File: config.mk
export PLATFORM = sky130hd
export DESIGN_NAME = dpfa_div
export DESIGN_NICKNAME = d
export VERILOG_FILES = /design/src/rtl/dpfa_pkg.sv /design/src/rtl/dpfa_div.sv
export SDC_FILE = /design/constraint.sdc
export NUM_CORES = 1
export LEC_CHECK = 0
export ABC_AREA = 0
export BUFFER_PORTS_ARGS = -buffer_cell sky130_fd_sc_hd__buf_2
export CAP_MARGIN = 0
export CORE_AREA = 2 2 39 41
export DETAILED_ROUTE_END_ITERATION = 8
export DIE_AREA = 0 0 41 43
export MAX_ROUTING_LAYER = met4
export SETUP_SLACK_MARGIN = 0.2
export SYNTH_ARGS = -nofsm -noshare
export SYNTH_HDL_FRONTEND = slang
export SYNTH_SLANG_ARGS = --single-unit
File: constraint.sdc
create_clock -name vclk -period 1
set_clock_uncertainty 0.1 [all_clocks]
set_input_delay 0.1 -clock vclk [all_inputs]
set_output_delay 0.1 -clock vclk [all_outputs]
set_load 0.03 [all_outputs]
File: src/rtl/dpfa_pkg.sv
// ----------------------------------------------------------------------------
// dpfa_pkg
// Shared types and constants of the demand-paging frame allocator.
// ----------------------------------------------------------------------------
package dpfa_pkg;

    localparam int CMD_W       = 2;
    localparam int PROCESS_W   = 4;
    localparam int KEY_W       = 21;
    localparam int LEN_W       = 21;
    localparam int COUNT_W     = 5;
    localparam int FREE_LEFT_W = 14;

    localparam int TABLE_ENTRIES     = 2048;
    localparam int ELEMENTS_PER_PAGE = 1024;
    localparam int PAGE_W            = $clog2(TABLE_ENTRIES);
    localparam int PAGE_SHIFT        = $clog2(ELEMENTS_PER_PAGE);

    localparam logic [CMD_W-1:0] CMD_SEARCH  = 2'd0;
    localparam logic [CMD_W-1:0] CMD_RELEASE = 2'd1;
    localparam logic [CMD_W-1:0] CMD_MAP     = 2'd2;

    localparam logic [COUNT_W-1:0] COUNT_MAX = 5'd31;

    typedef enum logic [2:0] {
        ST_CLEAR,
        ST_IDLE,
        ST_SEARCH,
        ST_MAP,
        ST_CHECK,
        ST_REL_RD,
        ST_REL_WR,
        ST_DONE
    } state_t;

endpackage

File: src/rtl/dpfa_div.sv
// ----------------------------------------------------------------------------
// dpfa_div
// Element index to page-table slot: shift, mask and add RESIDENT_PAGES.
// ----------------------------------------------------------------------------
module dpfa_div
    import dpfa_pkg::*;
#(
    parameter int RESIDENT_PAGES = 10
)
(
    input  logic [KEY_W-1:0]  elem_index,
    output logic [PAGE_W-1:0] page
);

    logic [KEY_W-1:0] page_num;

    assign page_num = elem_index >> PAGE_SHIFT;
    assign page     = page_num[PAGE_W-1:0] + PAGE_W'(RESIDENT_PAGES);

endmodule

Yosys cells after proc, flatten, opt, wreduce, memory -nomap -nowiden

Cells that the tools add are included.

Register bits after elaboration: 0
Bits of input ports: 21
Output and inout port bits: 11
Logic and storage cells: 1

Add/sub/neg operators: 1

Operators with widths:

| kind                                           | count |
|---|---|
| adder 11 x 4 -> 11 bit (second input constant) | 1 |

Logic depth before layout (Yosys ltp)

Depth in word-level cells: 1
Depth in mapped cells: 3
Depth with buffers taken out: 3

Worst setup path after synthesis

Ideal clock, no wire load.

Kind: input to output
From: input elem_index[11]
To: output page[7]
Arrival: 0.966 ns
Setup slack: -0.166 ns
Stages: 3
Cells stage by stage: ha_1 o2111ai_1 xnor2_1

Cells in the longest elaborated chain, start to end: 1

Ends and longest elaborated chain:

| element                | line           | text |
|---|---|---|
| start: declaration     | dpfa_div.sv:11 | `input logic [KEY_W-1:0] elem_index,` |
| adder 11 x 4 -> 11 bit | dpfa_div.sv:18 | `assign page = page_num[PAGE_W-1:0] + PAGE_W'(RESIDENT_PAGES);` |
| end: declaration       | dpfa_div.sv:12 | `output logic [PAGE_W-1:0] page` |

Every way passes these cells.

Worst setup path in the final report

From: input elem_index[11]
To: output page[5]

Same word-level chain as after synthesis.

==> metrics.cfg <==
[power_and_ir_drop]
power_leakage_nw = 0.2751
ir_drop_v = 0.0002653
seqPwrFrac = 0
internal_power_mw = 0.1836
switching_share = 0.4671
comb_power_share = 1.000
power.total_mw = 0.3446
p_clk_frac = 0
switchingPower_mw = 0.1609
power_density_mw_per_mm2 = 581.0

[sta]
period_share = 1.145
finalWorstSetupSlack_ns = -0.1452
min_period_ns = 1.145
fmax_mhz = 873.2
final-max-slew-violation-count = 0
setup_viol = 8
hold_viol_final = 0
slew-limit-headroom = 0.8126
holdWs_ns = 0.1003
rsz0062_at_grt = true
worst_pin_slew_ns = 0.2798

[place]
place.port_buffers = 20
dp_hpwl_um = 608.5
gp_congestion = 0.6806

[yosys]
synth_top_area_frac = 0.4050
synth_cell_type_count = 14
seq_area_frac_synth = 0
syn_area_um2 = 151.4
synth_area_leader_cell = xnor2_1
netlist_instances = 20
avgSynthCellArea_um2 = 7.570
synth_warnings = 0
synth_nets = 42
ys_top_cells_by_area = xnor2_1 40%, ha_1 8.3%, and4_1 5.8%, nand4b_1 5.8%, o2111ai_1 5.8%

[detailed_routing]
drt-total-wl_um = 733
routed.top_layer = met3
wire_per_inst_um = 10.78
dr_wl_met3_um = 87
drt_pre_antenna_iters = 1
wl_met1_um = 295
vias_per_cell = 3.985
drt_iter0_markers = 0
ant_nets = 0
drc_errors = 0
vias = 271
wl_met2_um = 350

[grt]
grt-ovfl-total = 0
first_global_vias = 287
grt_antenna_before_repair = 0
grt_max_degree = 5
grt_pass1_wl_um = 1124
grt.total_usage = 0.08923

[worst_setup_path]
cp.arrival_ns = 0.95
crit_path_end_kind = primary output
crit_path_max_fanout = 3
cpPeakStageDelay_ns = 0.17
critical_path.startpoint_type = input pin
cp_slowest_cell = ha_4
criticalPathCategory = input pin to primary output
crit_chain = buf_8 -> ha_4 -> buf_12 -> o21ai_4 -> xnor2_4 -> buf_6
cp.required_ns = 0.80

[final_layout]
final_nets = 76
seq_cells = 0
multi_input_area_um2 = 261.5
areaGrowthSynthToFinish_pct = 291.7
final-seq-area_um2 = 0
antenna_cells = 0
fill_cells = 138
clock_buffers = 0
drive_gt1_frac = 0.9038

[die]
die_area_mm2 = 0.001763
fp.coreArea_mm2 = 0.001384
pin_count = 32
rows = 14
initial_core_util = 0.1094
die_height_um = 43
die_w_um = 41

[status]
violations = negative setup slack
outcome = complete, but fails checks

[run]
max-cap-violations = 0

[worst_hold_path]
hold_class = input pin to primary output

[clocking]
hold_buffers = 0

-- worst max-delay path: cells and delay by family --
family                   cells  cell delay, ns
buffers and inverters        3            0.36
adder cells (fa/ha/maj)      1            0.17
XOR/XNOR                     1            0.14
AO/OA/AOI/OAI                1            0.17
-- worst paths after layout --
path           start  endpoint  slack, ns  cells past startpoint
max   elem_index[11]   page[5]      -0.15                      6
min   elem_index[10]   page[0]       0.10                      0
-- stage by stage --
| stage | worst slack, ns | utilization | setup TNS [ns] | std cells | instance area (um^2) |
|---|---|---|---|---|---|
| after floorplan | -0.01433 | - | -0.01628 | 20 | 256.5 |
| after global placement | -0.2371 | 0.3264 | -1.333 | 66 | 451.7 |
| after detailed placement | -0.2334 | 0.3264 | -1.369 | 66 | 451.7 |
| after CTS | -0.1788 | 0.4259 | -0.7815 | 68 | 589.3 |
| after global routing | -0.1866 | 0.4286 | -1.025 | 68 | 593.1 |
| final | -0.1452 | 0.4286 | -0.7146 | 68 | 593.1 |
-- logic make-up (layout without fill, tap and decap cells) --
group,after synthesis,in the layout,synth area share
xor+xnor,8,8,0.4628
buf+inv,2,34,0.07437
compound gates,4,4,0.1735
fa+ha+maj,1,1,0.08263
simple gates,5,5,0.2066
-- placed cells by master (no fill, tap or decap), drive strengths merged --
master	count
nand4b	1
o211ai	1
nor2	1
xor2	1
o2111ai	1
nand2	1
o21ai	1
buf	33
and4	1
a21oi	1
inv	1
xnor2	7
ha	1
nand2b	1
-- per-layer routing --
metal  GRT usage  vias up
met3    0.005236        0
met1     0.09554      118
met5           -        -
met2      0.1750       20
met4           0        0
li1            -      133
-- power groups by stage --
stage                     Combinational (mW)  Clock [mW]  Sequential, mW
after floorplan                        0.165           0               0
after global placement                 0.266           0               0
after detailed placement               0.268           0               0
after CTS                              0.344           0               0
after global routing                   0.364           0               0
final                                  0.345           0               0
-- Yosys cell counts --
| cell type | instances |
|---|---|
| o2111ai_1 | 1 |
| nand2_1 | 1 |
| and4_1 | 1 |
| nor2_1 | 1 |
| a21oi_1 | 1 |
| nand4b_1 | 1 |
| ha_1 | 1 |
| inv_1 | 1 |
| nand2b_1 | 1 |
| xor2_1 | 1 |
| o211ai_1 | 1 |
| buf_4 | 1 |
| xnor2_1 | 7 |
| o21ai_0 | 1 |
-- layout make-up --
class	instances	share of cell area
timing repair buffer	33	0.5190
multi-input combinational	18	0.4409
tap	16	0.03376
inverter	1	0.006329
-- timing repair --
item	in CTS	in global routing
resized for setup	32	1
setup buffers	2	0
pin swaps	6	4
cloned	0	0
endpoints found under the setup margin	9	8
No activity file was read; power rests on OpenSTA's default activity.
